$ cat config.mk
export PLATFORM = sky130hd
export DESIGN_NAME = tcw_ctrl_flat
export DESIGN_NICKNAME = d
export VERILOG_FILES = /design/src/rtl/tcw_pkg.sv /design/src/rtl/tcw_cmd_if.sv /design/src/rtl/tcw_ctrl.sv /design/src/flat_wrapper.sv
export VERILOG_INCLUDE_DIRS = /design/src /design/src/rtl
export SDC_FILE = /design/constraint.sdc
export NUM_CORES = 1
export LEC_CHECK = 0
export BUFFER_PORTS_ARGS = -buffer_cell sky130_fd_sc_hd__buf_4
export CAP_MARGIN = 0
export CORE_ASPECT_RATIO = 0.6
export CORE_MARGIN = 2
export CORE_UTILIZATION = 60
export DETAILED_ROUTE_END_ITERATION = 10
export PLACE_DENSITY = 0.95
export SLEW_MARGIN = 20
export SYNTH_ARGS = -nofsm -noshare
export SYNTH_HDL_FRONTEND = slang
export SYNTH_SLANG_ARGS = --single-unit
$ cat constraint.sdc
create_clock -name clk -period 33.1 [get_ports clk]
set_clock_uncertainty 0.15 [all_clocks]
set_input_delay 9.93 -clock clk [delete_from_list [all_inputs] [get_ports clk]]
set_output_delay 9.93 -clock clk [all_outputs]
set_load 0.1 [all_outputs]
$ cat src/rtl/text_console_writer_macros.svh
// Assertion macros for the console writer RTL.
// Needs a clock named clk and an active-high reset named rst in scope.
`ifndef TEXT_CONSOLE_WRITER_MACROS_SVH
`define TEXT_CONSOLE_WRITER_MACROS_SVH

// same-cycle implication
`define TCW_ASSERT_NOW(label, ante, cons, msg) \
  label: assert property (@(posedge clk) disable iff (rst) (ante) |-> (cons)) \
    else $error(msg);

// next-cycle implication
`define TCW_ASSERT_NEXT(label, ante, cons, msg) \
  label: assert property (@(posedge clk) disable iff (rst) (ante) |=> (cons)) \
    else $error(msg);

`endif

$ cat src/rtl/tcw_pkg.sv
// Console writer package: geometry, cell codes, opcodes and shared types.
// No dependencies.
package tcw_pkg;

  localparam int NUM_COLUMNS = 80;
  localparam int NUM_ROWS    = 25;
  localparam int NUM_CELLS   = NUM_ROWS * NUM_COLUMNS;

  localparam int COL_W     = $clog2(NUM_COLUMNS);
  localparam int ROW_W     = (NUM_ROWS > 2) ? $clog2(NUM_ROWS) : 1;
  localparam int ROW_SUM_W = ROW_W + 1;
  localparam int ADDR_W    = $clog2(NUM_CELLS);
  localparam int CELL_W    = 16;

  localparam int TAB_MASK = 7;

  localparam logic [7:0] BLANK_CHAR = 8'h20;
  localparam logic [7:0] RESET_ATTR = 8'h07;
  localparam logic [CELL_W-1:0] RESET_CELL = {RESET_ATTR, BLANK_CHAR};

  localparam logic [7:0] CH_TAB     = 8'd9;
  localparam logic [7:0] CH_NEWLINE = 8'd10;
  localparam logic [7:0] CH_RETURN  = 8'd13;

  typedef enum logic [1:0] {
    OP_PUT  = 2'd0,
    OP_MOVE = 2'd1,
    OP_READ = 2'd2,
    OP_NOP  = 2'd3
  } op_t;

  typedef struct packed {
    logic [6:0] cursor_col;
    logic [4:0] cursor_row;
    logic [7:0] cell_char;
    logic [7:0] cell_attr;
    logic       scrolled;
    logic       rejected;
  } res_t;

  typedef struct packed {
    logic              we;
    logic              re;
    logic [ADDR_W-1:0] addr;
    logic [CELL_W-1:0] wdata;
  } ram_req_t;

endpackage

$ cat src/rtl/tcw_cmd_if.sv
// Command channel of the console writer: valid/ready plus one command.
// Depends on tcw_pkg.
interface tcw_cmd_if;
  logic          valid;
  logic          ready;
  tcw_pkg::op_t  op;
  logic [7:0]    char_code;
  logic [6:0]    col;
  logic [4:0]    row;

  modport source (output valid, output op, output char_code, output col, output row,
                  input ready);
  modport sink (input valid, input op, input char_code, input col, input row,
                output ready);
endinterface

$ cat src/rtl/tcw_ctrl.sv
// Console sequencer: cursor, scroll offset, clearing pass and cell RAM access.
// Depends on tcw_pkg, tcw_cmd_if and text_console_writer_macros.svh.
`include "text_console_writer_macros.svh"

module tcw_ctrl (
  input  logic                          clk,
  input  logic                          rst,
  input  logic [7:0]                    attr,
  tcw_cmd_if.sink                       cmd,
  output logic                          res_valid,
  input  logic                          res_ready,
  output tcw_pkg::res_t                 res,
  output tcw_pkg::ram_req_t             ram_req,
  input  logic [tcw_pkg::CELL_W-1:0]    ram_rdata
);

  typedef enum logic [2:0] {
    S_CLEAR,
    S_IDLE,
    S_TAB,
    S_SCROLL,
    S_READ,
    S_DONE
  } state_t;

  state_t                          state;
  logic [tcw_pkg::ADDR_W-1:0]      clr_cnt;
  logic [tcw_pkg::ROW_W-1:0]       cur_row;
  logic [tcw_pkg::COL_W-1:0]       cur_col;
  logic [tcw_pkg::ROW_W-1:0]       top;
  logic [tcw_pkg::COL_W-1:0]       k;
  logic [tcw_pkg::COL_W-1:0]       tab_last;
  logic [tcw_pkg::COL_W-1:0]       tab_next;
  logic                            tab_wrap;
  logic                            scrolled;
  logic                            rejected;
  logic [7:0]                      cell_char;
  logic [7:0]                      cell_attr;

  logic                            cmd_fire;
  logic                            in_range;
  logic                            is_read;
  logic                            printable;
  logic                            last_row;
  logic                            last_col;
  logic [tcw_pkg::COL_W-1:0]       tab_mask_col;
  logic                            tab_wrap_c;
  logic [tcw_pkg::ROW_W-1:0]       lrow;
  logic [tcw_pkg::ROW_SUM_W-1:0]   row_sum;
  logic [tcw_pkg::ROW_W-1:0]       prow;
  logic [tcw_pkg::COL_W-1:0]       acol;
  logic [tcw_pkg::ADDR_W-1:0]      cell_addr;

  assign cmd.ready = (state == S_IDLE);
  assign cmd_fire  = cmd.valid && cmd.ready;
  assign in_range  = (32'(cmd.col) < tcw_pkg::NUM_COLUMNS) &&
                     (32'(cmd.row) < tcw_pkg::NUM_ROWS);
  assign is_read   = (cmd.op == tcw_pkg::OP_READ);
  assign printable = (cmd.char_code != tcw_pkg::CH_NEWLINE) &&
                     (cmd.char_code != tcw_pkg::CH_RETURN) &&
                     (cmd.char_code != tcw_pkg::CH_TAB);
  assign last_row  = (cur_row == tcw_pkg::ROW_W'(tcw_pkg::NUM_ROWS - 1));
  assign last_col  = (cur_col == tcw_pkg::COL_W'(tcw_pkg::NUM_COLUMNS - 1));

  assign tab_mask_col = cur_col | tcw_pkg::COL_W'(tcw_pkg::TAB_MASK);
  assign tab_wrap_c   = (tab_mask_col >= tcw_pkg::COL_W'(tcw_pkg::NUM_COLUMNS - 1));

  // logical row to physical row through the ring offset
  assign lrow    = (state == S_IDLE && is_read) ? tcw_pkg::ROW_W'(cmd.row) : cur_row;
  assign row_sum = tcw_pkg::ROW_SUM_W'(top) + tcw_pkg::ROW_SUM_W'(lrow);

  always_comb begin
    if (state == S_SCROLL) begin
      prow = top;
    end else if (row_sum >= tcw_pkg::ROW_SUM_W'(tcw_pkg::NUM_ROWS)) begin
      prow = tcw_pkg::ROW_W'(row_sum - tcw_pkg::ROW_SUM_W'(tcw_pkg::NUM_ROWS));
    end else begin
      prow = tcw_pkg::ROW_W'(row_sum);
    end
    if (state == S_IDLE) begin
      acol = is_read ? tcw_pkg::COL_W'(cmd.col) : cur_col;
    end else begin
      acol = k;
    end
  end

  assign cell_addr = tcw_pkg::ADDR_W'(32'(prow) * tcw_pkg::NUM_COLUMNS + 32'(acol));

  always_comb begin
    ram_req.we    = 1'b0;
    ram_req.re    = 1'b0;
    ram_req.addr  = cell_addr;
    ram_req.wdata = {attr, tcw_pkg::BLANK_CHAR};
    unique case (state)
      S_CLEAR: begin
        ram_req.we    = 1'b1;
        ram_req.addr  = clr_cnt;
        ram_req.wdata = tcw_pkg::RESET_CELL;
      end
      S_IDLE: begin
        ram_req.wdata = {attr, cmd.char_code};
        ram_req.we    = cmd_fire && (cmd.op == tcw_pkg::OP_PUT) && printable;
        ram_req.re    = cmd_fire && is_read && in_range;
      end
      S_TAB, S_SCROLL: begin
        ram_req.we = 1'b1;
      end
      default: begin
      end
    endcase
  end

  assign res_valid      = (state == S_DONE);
  assign res.cursor_col = 7'(cur_col);
  assign res.cursor_row = 5'(cur_row);
  assign res.cell_char  = cell_char;
  assign res.cell_attr  = cell_attr;
  assign res.scrolled   = scrolled;
  assign res.rejected   = rejected;

  always_ff @(posedge clk) begin
    if (rst) begin
      state     <= S_CLEAR;
      clr_cnt   <= '0;
      cur_row   <= '0;
      cur_col   <= '0;
      top       <= '0;
      k         <= '0;
      tab_last  <= '0;
      tab_next  <= '0;
      tab_wrap  <= 1'b0;
      scrolled  <= 1'b0;
      rejected  <= 1'b0;
      cell_char <= '0;
      cell_attr <= '0;
    end else begin
      unique case (state)
        S_CLEAR: begin
          clr_cnt <= clr_cnt + 1'b1;
          if (clr_cnt == tcw_pkg::ADDR_W'(tcw_pkg::NUM_CELLS - 1)) begin
            state <= S_IDLE;
          end
        end
        S_IDLE: begin
          if (cmd_fire) begin
            scrolled  <= 1'b0;
            rejected  <= 1'b0;
            cell_char <= '0;
            cell_attr <= '0;
            state     <= S_DONE;
            unique case (cmd.op)
              tcw_pkg::OP_PUT: begin
                priority if (cmd.char_code == tcw_pkg::CH_NEWLINE) begin
                  cur_col <= '0;
                  if (last_row) begin
                    scrolled <= 1'b1;
                    k        <= '0;
                    state    <= S_SCROLL;
                  end else begin
                    cur_row <= cur_row + 1'b1;
                  end
                end else if (cmd.char_code == tcw_pkg::CH_RETURN) begin
                  cur_col <= '0;
                end else if (cmd.char_code == tcw_pkg::CH_TAB) begin
                  k        <= cur_col;
                  tab_wrap <= tab_wrap_c;
                  tab_last <= tab_wrap_c ? tcw_pkg::COL_W'(tcw_pkg::NUM_COLUMNS - 1)
                                         : tab_mask_col;
                  tab_next <= tab_mask_col + 1'b1;
                  state    <= S_TAB;
                end else begin
                  if (last_col) begin
                    cur_col <= '0;
                    if (last_row) begin
                      scrolled <= 1'b1;
                      k        <= '0;
                      state    <= S_SCROLL;
                    end else begin
                      cur_row <= cur_row + 1'b1;
                    end
                  end else begin
                    cur_col <= cur_col + 1'b1;
                  end
                end
              end
              tcw_pkg::OP_MOVE: begin
                if (in_range) begin
                  cur_row <= tcw_pkg::ROW_W'(cmd.row);
                  cur_col <= tcw_pkg::COL_W'(cmd.col);
                end else begin
                  rejected <= 1'b1;
                end
              end
              tcw_pkg::OP_READ: begin
                if (in_range) begin
                  state <= S_READ;
                end else begin
                  rejected <= 1'b1;
                end
              end
              tcw_pkg::OP_NOP: begin
              end
            endcase
          end
        end
        S_TAB: begin
          k <= k + 1'b1;
          if (k == tab_last) begin
            state <= S_DONE;
            if (tab_wrap) begin
              cur_col <= '0;
              if (last_row) begin
                scrolled <= 1'b1;
                k        <= '0;
                state    <= S_SCROLL;
              end else begin
                cur_row <= cur_row + 1'b1;
              end
            end else begin
              cur_col <= tab_next;
            end
          end
        end
        S_SCROLL: begin
          k <= k + 1'b1;
          if (k == tcw_pkg::COL_W'(tcw_pkg::NUM_COLUMNS - 1)) begin
            top   <= (top == tcw_pkg::ROW_W'(tcw_pkg::NUM_ROWS - 1)) ? '0 : top + 1'b1;
            state <= S_DONE;
          end
        end
        S_READ: begin
          cell_char <= ram_rdata[7:0];
          cell_attr <= ram_rdata[15:8];
          state     <= S_DONE;
        end
        S_DONE: begin
          if (res_ready) begin
            state <= S_IDLE;
          end
        end
        default: begin
          state <= S_IDLE;
        end
      endcase
    end
  end

  `TCW_ASSERT_NOW(a_row_range, 1'b1, 32'(cur_row) < tcw_pkg::NUM_ROWS, "cursor row out of range")
  `TCW_ASSERT_NOW(a_col_range, 1'b1, 32'(cur_col) < tcw_pkg::NUM_COLUMNS, "cursor col out of range")
  `TCW_ASSERT_NOW(a_tab_bound, state == S_TAB, k <= tab_last, "tab blanking past its end")
  `TCW_ASSERT_NEXT(a_scroll_top, (state == S_SCROLL) && (k == tcw_pkg::COL_W'(tcw_pkg::NUM_COLUMNS - 1)), top != $past(top), "scroll did not advance top row")
  `TCW_ASSERT_NEXT(a_busy_after_accept, cmd_fire, !cmd.ready, "command taken while busy")

endmodule

$ cat src/flat_wrapper.sv
// flat-port wrapper written by rule: the top's interface ports become plain ports
module tcw_ctrl_flat 
  (clk, rst, attr, res_valid, res_ready, res, ram_req, ram_rdata, cmd_valid, cmd_op, cmd_char_code, cmd_col, cmd_row, cmd_ready);
  tcw_cmd_if cmd_i ();
  input  logic clk;
  input  logic rst;
  input  logic [7:0] attr;
  output logic res_valid;
  input  logic res_ready;
  output tcw_pkg::res_t res;
  output tcw_pkg::ram_req_t ram_req;
  input  logic [tcw_pkg::CELL_W-1:0] ram_rdata;
  input wire logic [$bits(cmd_i.valid)-1:0] cmd_valid;
  input wire logic [$bits(cmd_i.op)-1:0] cmd_op;
  input wire logic [$bits(cmd_i.char_code)-1:0] cmd_char_code;
  input wire logic [$bits(cmd_i.col)-1:0] cmd_col;
  input wire logic [$bits(cmd_i.row)-1:0] cmd_row;
  output wire logic [$bits(cmd_i.ready)-1:0] cmd_ready;
  assign cmd_i.valid = cmd_valid;
  assign cmd_i.op = cmd_op;
  assign cmd_i.char_code = cmd_char_code;
  assign cmd_i.col = cmd_col;
  assign cmd_i.row = cmd_row;
  assign cmd_ready = cmd_i.ready;
  tcw_ctrl u_core (.clk(clk), .rst(rst), .attr(attr), .cmd(cmd_i), .res_valid(res_valid), .res_ready(res_ready), .res(res), .ram_req(ram_req), .ram_rdata(ram_rdata));
endmodule
==> metrics.md, run 1 <==
| Metric | Value |
|---|---|
| Total gr overflow | `0` |
| Vias per inst | `around 6.6` |
| R2R Setup Slk | `~30 ns` |
| Total CTS buffers | `9` |
| Initial drt markers | `approximately 1000` |
| GPL Wtd Cong | `between 1 and 1.5` |
| Commonest cells post-synth | `nor2_1 (73), dfxtp_1 (66), nand2_1 (60), a21oi_1 (46), ha_1 (31)` |
| Predominant post-synthesis flop cell | `dfxtp_1` |
| Drc violations | `0` |
| I/O Buffers | `110` |
| CP endpoint kind | `primary output` |
| Largest net degree at the start of global routing | `63` |
| Worst min path class | `flip-flop to flip-flop` |
| Hold Crit Start | `u_core.tab_next[4]$_SDFFE_PP0P_` |
| Kind of start point of the critical path | `input port` |
| CP Launch Point | `cmd_op[0]` |
| ANT nets after route | `0` |
| P per Cell Area | `42.9 nW/um^2` |
| First-pass GRT wire length | `about 25000 microns` |
| Core Area | `about 8000 sq um` |
| Worst hold endpoint | `u_core.tab_next[4]$_SDFFE_PP0P_` |
| GR Util met3 | `about a tenth` |
| Rows | `25` |
| Cell taking the most area after synthesis | `dfxtp_1` |
| Syn Inst Count | `around 650` |
| Arrival time at the worst endpoint | `between 15 and 20 ns` |
| Post-synth EDFFs | `0` |
| Setup Buffers After CTS | `0` |
| Hold path cells | `2` |
| # nets final | `approximately 800` |
| Unrepaired setup endpoints after global routing | `false` |
| Slew HR | `about 36%` |
| Starting Density | `between 60 and 70%` |
| F_max | `roughly 39 MHz` |
| Synthesized area | `~5000 sq um` |
| FF+latch count, synth | `66` |
| Initial antenna violation count | `0` |
| Maximum VDD drop | `about 0.000036 V` |
| Worst skew pair latency | `roughly 0.34 ns` |
| Ys async rst share | `0%` |
| H-tree depth | `3` |
| Setup tns final | `0 ns` |
| Drt pass-1 iters | `8` |
| Post-Syn Area per Cell | `7.78 sq um` |
| Final worst path period need | `around 26 ns` |
| Sink Count | `between 60 and 70` |
| Fin. Hold Viols | `0` |
| Slew @ Worst Pin | `just under 1 ns` |
| Die area | `slightly above 9000 sq um` |
| Final Util | `between 70 and 80%` |
| DR WL/cell | `19.1 microns` |
| CTS resizes | `0` |
| Status | `completed` |
| Clk root buf | `clkbuf_16` |
| Hold_buf cts | `0` |
| CTS max path bufs | `2` |
| Final WS setup | `around 7.2 ns` |
| Worst r2r dst | `u_core.tab_next[3]$_SDFFE_PP0P_` |
| Req. time, crit path | `between 20 and 25 ns` |
| Chip height | `74.9 microns` |
| Multi-input logic area | `between 3000 and 4000 sq um` |
| Top-area cell type share of the netlist area | `a little over a quarter` |
| Share of cells above drive strength 1 | `between 20% and 30%` |
| Post-synthesis cell type count | `just under 80` |
| Area growth syn-to-layout | `22.9%` |
| Final setup violation count | `0` |
| Worst Path Max Fanout | `13` |
| Synth top area cells | `dfxtp_1 (26%), ha_1 (7.7%), nor2_1 (5.4%)` |
| Period utilization | `roughly four fifths` |
| CTS tree | `built` |
| M1 GR Usage | `roughly 47%` |
| Post-synthesis sequential area ratio | `26.3%` |
| Pre-CTS WS | `7.37 ns` |
| Max-cap violation count | `0` |
| Syn_nets | `about 730` |
| Via count | `~5500` |
| Number of fill cells | `between 500 and 600` |
| Top-count cell post-synth | `nor2_1` |
| Seq. cell area | `~1300 sq um` |
| GRT Total Usage | `a little over a third` |
| Met2 usage | `between 50% and 60%` |
| FF-to-FF Start | `u_core.state[0]$_SDFFE_PP0P_` |
| Ys Warns | `0` |
| Critical path class | `input port to primary output` |
| Diodes inserted | `0` |
| Fin. max-slew vios | `0` |
| Post-DP HPWL | `about 11000 microns` |
| Number of global-route vias before repair | `about 5000` |
| Layer with the highest usage | `met2` |
| CTS clk-pin slew, worst paths | `around 0.060 ns` |
| Die extent in x | `between 100 and 150 microns` |
| Total Routed Length | `16100 microns` |
| R2r worst-path depth | `6` |
| Lkg Pwr | `about 0.0026 uW` |
| Io pins | `about 110` |
[state kept, by name, indices dropped and copies added (netlist names)]
name              count
u_core.cell_char      8
u_core.rejected       1
u_core.tab_wrap       1
u_core.cur_row        5
u_core.tab_next       4
u_core.k              7
u_core.tab_last       5
u_core.scrolled       1
u_core.cur_col        7
u_core.cell_attr      8
u_core.clr_cnt       11
u_core.top            5
u_core.state          3
[area by class of cell]
class / instances / share of cell area, %
Timing Repair Buffer: 111 / 13.5
Sequential cell: 66 / 21.4
Multi-Input combinational cell: 519 / 56.0
Clock inverter: 6 / 1.82
Inverter: 22 / 1.34
Tap cell: 108 / 2.18
Clock buffer: 10 / 3.86
[placed cells by master, fill, tap and decap left out, drive strengths merged, types with 3 or more instances in the layout]
cell type	instances
xnor2	13
and4	3
buf	111
a22o	4
nand3	24
o21ai	36
a21o	5
a22oi	22
and2	19
xor2	18
mux2i	14
nand2b	14
nand2	61
o311ai	8
mux2	3
a31oi	3
and3	13
nor4	3
nor2b	11
dfxtp	66
nor2	74
fa	3
inv	23
o22ai	6
nand3b	7
o211ai	8
nand4	6
or3	8
ha	31
a21oi	46
o31ai	4
nor3	12
bufinv	3
clkbuf	10
a21boi	3
[how the worst max path moves through the flow]
stage | to | slack (ns) | cells past startpoint
CTS | ram_req[26] | 7.36 | 20
global placement | ram_req[26] | 7.68 | 22
detailed placement | ram_req[26] | 7.37 | 20
finish | ram_req[26] | 7.24 | 20
global route | ram_req[26] | 6.96 | 20
floorplan | ram_req[26] | 6.70 | 19
[per-layer routing]
metal | vias to the layer above | wire [microns]
met1 | 2510 | 6510
met5 | - | 0
met4 | 0 | 561
li1 | 2488 | -
met2 | 469 | 6710
met3 | 82 | 2320
[stage by stage]
step | hold slack, ns | cell area, sq um | power, uW | cells
finish | 0.306 | 6180 | 265 | 842
global route | 0.331 | 6180 | 273 | 842
CTS | 0.305 | 6170 | 264 | 842
detailed placement | 0.300 | 5820 | 151 | 826
global placement | 0.298 | 5820 | 150 | 826
floorplan | 0.282 | 5030 | 134 | 647
[worst max-delay path, stage by stage]
cell and delay (ns):
buf_4 0.11, inv_1 0.07, ha_1 0.55, and2_1 0.42, mux2_2 0.41, ha_1 0.34
a21oi_1 0.20, a21boi_0 0.17, or2_2 0.35, o31ai_4 0.38, mux2i_1 0.31, a21oi_1 0.13
ha_1 0.30, ha_1 0.23, fa_1 0.55, o211ai_1 0.13, o311ai_0 0.52, a21oi_1 0.09
o31ai_1 0.25, buf_4 0.33
[cell families after synthesis]
| family | share of synthesized area, % |
|---|---|
| xor gates and xnor gates | 5.40 |
| AOI/OAI and AO/OA | 22.4 |
| and+or+nand+nor | 28.2 |
| adders and majority gates | 8.90 |
| muxes | 3.46 |
| DFF | 26.3 |
| buffers and inverters | 5.37 |
[power by group]
part	internal, uW	switching, uW
Combinational	18.2	49.3
Clock	75.9	37.8
Sequential	81.1	3.12
(Power assumes the default switching activity.)
==> inputs of run 2 (changes only) <==
- ABC_AREA: unset -> 1
- CORE_UTILIZATION: 60 -> 50
- PLACE_DENSITY: 0.95 -> 0.86
- clock period: 33.1 -> 22.4 ns (I/O delays scaled with it)
==> metrics.md, run 2 <==
| Metric | Value |
|---|---|
| Status | `completed (unchanged)` |
| Post-synthesis xor/xnor area fraction | `4.18% (was 5.40%)` |
| Total Routed Length | `14200 microns (was 16100 microns)` |
| GPL Wtd Cong | `0.969 (was 1.00)` |
| Slew HR | `50.0% (was 36.0%)` |
| DR WL/cell | `14.2 microns (was 19.1 microns)` |
| Req. time, crit path | `15.53 ns (was 23.02 ns)` |
| Starting Density | `51.3% (was 62.8%)` |
| Area growth syn-to-layout | `23.6% (was 22.9%)` |
| Setup Buffers After CTS | `0 (unchanged)` |
| FF+latch count, synth | `66 (unchanged)` |
| Cell taking the most area after synthesis | `dfxtp_1 (unchanged)` |
| R2R Setup Slk | `19.90 ns (was 29.86 ns)` |
| CTS max path bufs | `2 (unchanged)` |
| ANT nets after route | `0 (unchanged)` |
| R2r worst-path depth | `8 (was 6)` |
| Final worst path period need | `roughly 19 ns` |
| Total gr overflow | `0 (unchanged)` |
| GRT Total Usage | `26.2% (was 35.2%)` |
| Via count | `5415 (was 5549)` |
| # nets final | `943 (was 813)` |
| Critical path's top delay family | `adder cells (unchanged)` |
| Die extent in x | `133 microns (was 122 microns)` |
| Pre-CTS WS | `3.59 ns (was 7.37 ns)` |
| Drt pass-1 iters | `6 (was 8)` |
| Clock power share | `30.2% (was 42.8%)` |
| Initial antenna violation count | `0 (unchanged)` |
| Slew @ Worst Pin | `0.750 ns (was 0.961 ns)` |
| CP endpoint kind | `primary output (unchanged)` |
| Chip height | `81.7 microns (was 74.9 microns)` |
| Number of global-route vias before repair | `4791 (was 4989)` |
| Mux contribution to synthesized area | `0% (was 3.46%)` |
| Die area | `10900 sq um (was 9160 sq um)` |
| Total CTS buffers | `9 (unchanged)` |
| Diodes inserted | `0 (unchanged)` |
| Post-synth EDFFs | `0 (unchanged)` |
| Rows | `28 (was 25)` |
| Share of cells above drive strength 1 | `20.0% (was 20.6%)` |
| Lkg Pwr | `0.00293 uW (was 0.00258 uW)` |
| Period utilization | `84.3%` |
| First-pass GRT wire length | `23000 microns (was 25000 microns)` |
| Switch share | `45.2% (was 34.0%)` |
| Synth top area cells | `dfxtp_1 (26%), nand2_1 (11%), ha_1 (7.7%) (was dfxtp_1 (26%), ha_1 (7.7%), nor2_1 (5.4%))` |
| Vias per inst | `5.42 (was 6.59)` |
| Io pins | `111 (unchanged)` |
| Hold path cells | `2 (unchanged)` |
| Final Util | `63.4% (was 77.2%)` |
| I/O Buffers | `110 (unchanged)` |
| Ys async rst share | `0% (unchanged)` |
| Cell internal pwr | `284 uW (was 175 uW)` |
| Post-synthesis cell type count | `48 (was 77)` |
| CTS tree | `built (unchanged)` |
| Max reg flops | `11 (unchanged)` |
| Maximum VDD drop | `0.0000581 V (was 0.0000357 V)` |
| Ys Warns | `0 (unchanged)` |
| Synthesized area | `5030 sq um (about the same)` |
| Kind of start point of the critical path | `input port (unchanged)` |
| Post-Syn Area per Cell | `6.57 sq um (was 7.78 sq um)` |
| CP max stage delay | `0.52 ns (was 0.55 ns)` |
| Predominant post-synthesis flop cell | `dfxtp_1 (unchanged)` |
| Largest net degree at the start of global routing | `44 (was 63)` |
| Sequential Power Share | `26.8% (was 31.7%)` |
| Compound-Gate Fraction of Synth Area | `17.5% (was 22.4%)` |
| Post-DP HPWL | `10500 microns (was 11300 microns)` |
| P per Cell Area | `83.4 nW/um^2 (was 42.9 nW/um^2)` |
| Worst Path Max Fanout | `17 (was 13)` |
| CTS clk-pin slew, worst paths | `0.06 ns (about the same)` |
| Fin. max-slew vios | `0 (unchanged)` |
| Regs by FF count | `u_core.clr_cnt (11), u_core.cell_attr (8), u_core.cell_char (8) (unchanged)` |
| Most common cell after layout, fill and taps aside | `nand2_1 (was buf_4)` |
| Arrival time at the worst endpoint | `12.00 ns (was 15.78 ns)` |
| Core Area | `9810 sq um (was 8010 sq um)` |
| Hold_buf cts | `0 (unchanged)` |
| Setup tns final | `0 ns (unchanged)` |
| Critical path buffers and inverters | `8 (was 3)` |
| WP depth | `29 (was 20)` |
| CTS resizes | `0 (unchanged)` |
| Post-synthesis sequential area ratio | `26.3% (about the same)` |
| Worst min path class | `flip-flop to flip-flop (unchanged)` |
| Adder-cell share of the synthesized area | `8.91% (was 8.90%)` |
| Number of fill cells | `913 (was 553)` |
| Fin. Hold Viols | `0 (unchanged)` |
| Finished Layout Cells | `999 (was 842)` |
| Drc violations | `0 (unchanged)` |
| Worst path slowest cell | `ha_1 (unchanged)` |
| Synth Area in Simple Gates | `32.5% (was 28.2%)` |
| Largest family of logic cells by synthesized area | `simple AND/OR/NAND/NOR gates (unchanged)` |
| Net Sw Power | `234 uW (was 90.1 uW)` |
| DP Cell Count | `983 (was 826)` |
| Most frequent CP cell | `inv_1 (was ha_1)` |
| Final WS setup | `3.53 ns (was 7.24 ns)` |
| Multi-input logic area | `3170 sq um (was 3460 sq um)` |
| Syn_nets | `849 (was 731)` |
| Unrepaired setup endpoints after global routing | `false (unchanged)` |
| Sink Count | `66 (unchanged)` |
| Seq. cell area | `1320 sq um (unchanged)` |
| Clk root buf | `clkbuf_16 (unchanged)` |
| Syn Inst Count | `765 (was 647)` |
| Commonest cells post-synth | `nand2_1 (145), inv_1 (97), nor2_1 (91), dfxtp_1 (66), a21oi_1 (61) (was nor2_1 (73), dfxtp_1 (66), nand2_1 (60), a21oi_1 (46), ha_1 (31))` |
| Top-area cell type share of the netlist area | `26.3% (about the same)` |
| Max-cap violation count | `0 (unchanged)` |
| F_max | `~53 MHz` |
| Gate power share | `43.0% (was 25.4%)` |
| Largest reg by FF count | `u_core.clr_cnt (unchanged)` |
| Initial drt markers | `514 (was 983)` |
| H-tree depth | `3 (unchanged)` |
| Top-count cell post-synth | `nand2_1 (was nor2_1)` |
| Critical path class | `input port to primary output (unchanged)` |
| Worst skew pair latency | `0.34 ns (about the same)` |
| Most frequent cells in the layout | `nand2_1 (145), buf_4 (111), inv_1 (97) (was buf_4 (111), nor2_1 (73), dfxtp_1 (66))` |
| Final setup violation count | `0 (unchanged)` |
## run 2: cell count changes in the layout (fill, tap and decap cells not counted), sizes merged, moves of 21 or more
cell / change
a22oi: -21
inv: +81
nand2: +90
nand3: +40
nor2: +30
o21ai: +23
## run 2: metal layers
| metal | GRT usage [%] | wire length (microns) | part of all wire [%] | up-vias |
|---|---|---|---|---|
| li1 | - | - | - | 2702 |
| met1 | 37.3 | 6470 | 46 | 2424 |
| met2 | 41.2 | 6050 | 43 | 272 |
| met3 | 5.37 | 1540 | 11 | 17 |
| met4 | 5.85 | 126 | 0.89 | 0 |
| met5 | 0 | 0 | 0 | - |
## run 2: power groups by stage
| stage | clock network [uW] | registers (uW) | logic (uW) |
|---|---|---|---|
| finish | 156 | 139 | 223 |
| floorplan | 0 | 164 | 149 |
| detailed placement | 0 | 141 | 220 |
| global placement | 0 | 141 | 217 |
| CTS | 158 | 138 | 221 |
| global route | 163 | 140 | 240 |
## run 2: cells by family (layout without fill, tap and decap cells)
logic type                 count (synthesis)  in the layout
AOI/OAI and AO/OA                        155            155
xor gates and xnor gates                  24             24
adders and majority gates                 34             34
buffers and inverters                    131            230
DFF                                       66             66
and+or+nand+nor                          355            355
## run 2: cell type report
class	count	share of cell area (%)
inverters	103	6.26
flip-flops and latches	66	21.3
multi-input cells	568	51.1
repair buffers	111	13.4
clock inverters	6	1.43
clock buffers	10	3.85
well taps	135	2.72
## run 2: worst paths after layout
| path | startpoint | to |
|---|---|---|
| setup / recovery | cmd_op[0] | ram_req[26] |
| hold / removal | u_core.cell_char[0]$_SDFFE_PP0P_ | u_core.cell_char[0]$_SDFFE_PP0P_ |
| setup reg to reg | u_core.state[2]$_SDFFE_PP0P_ | u_core.state[0]$_SDFFE_PP0P_ |
| hold reg to reg | u_core.cell_char[0]$_SDFFE_PP0P_ | u_core.cell_char[0]$_SDFFE_PP0P_ |
## run 2: through the flow
stage / total power [uW] / hold WS, ns / cell area [sq um]
finish: 518 / 0.335 / 6210
global route: 544 / 0.341 / 6210
CTS: 518 / 0.337 / 6210
detailed placement: 361 / 0.323 / 5890
global placement: 358 / 0.307 / 5890
floorplan: 313 / 0.295 / 5030
## run 2: worst min-delay path: cells and delay by family, from the launching register on
kind               cells  cell delay [ns]
DFF                    1             0.31
and+or+nand+nor        1             0.07
AOI/OAI and AO/OA      1             0.05
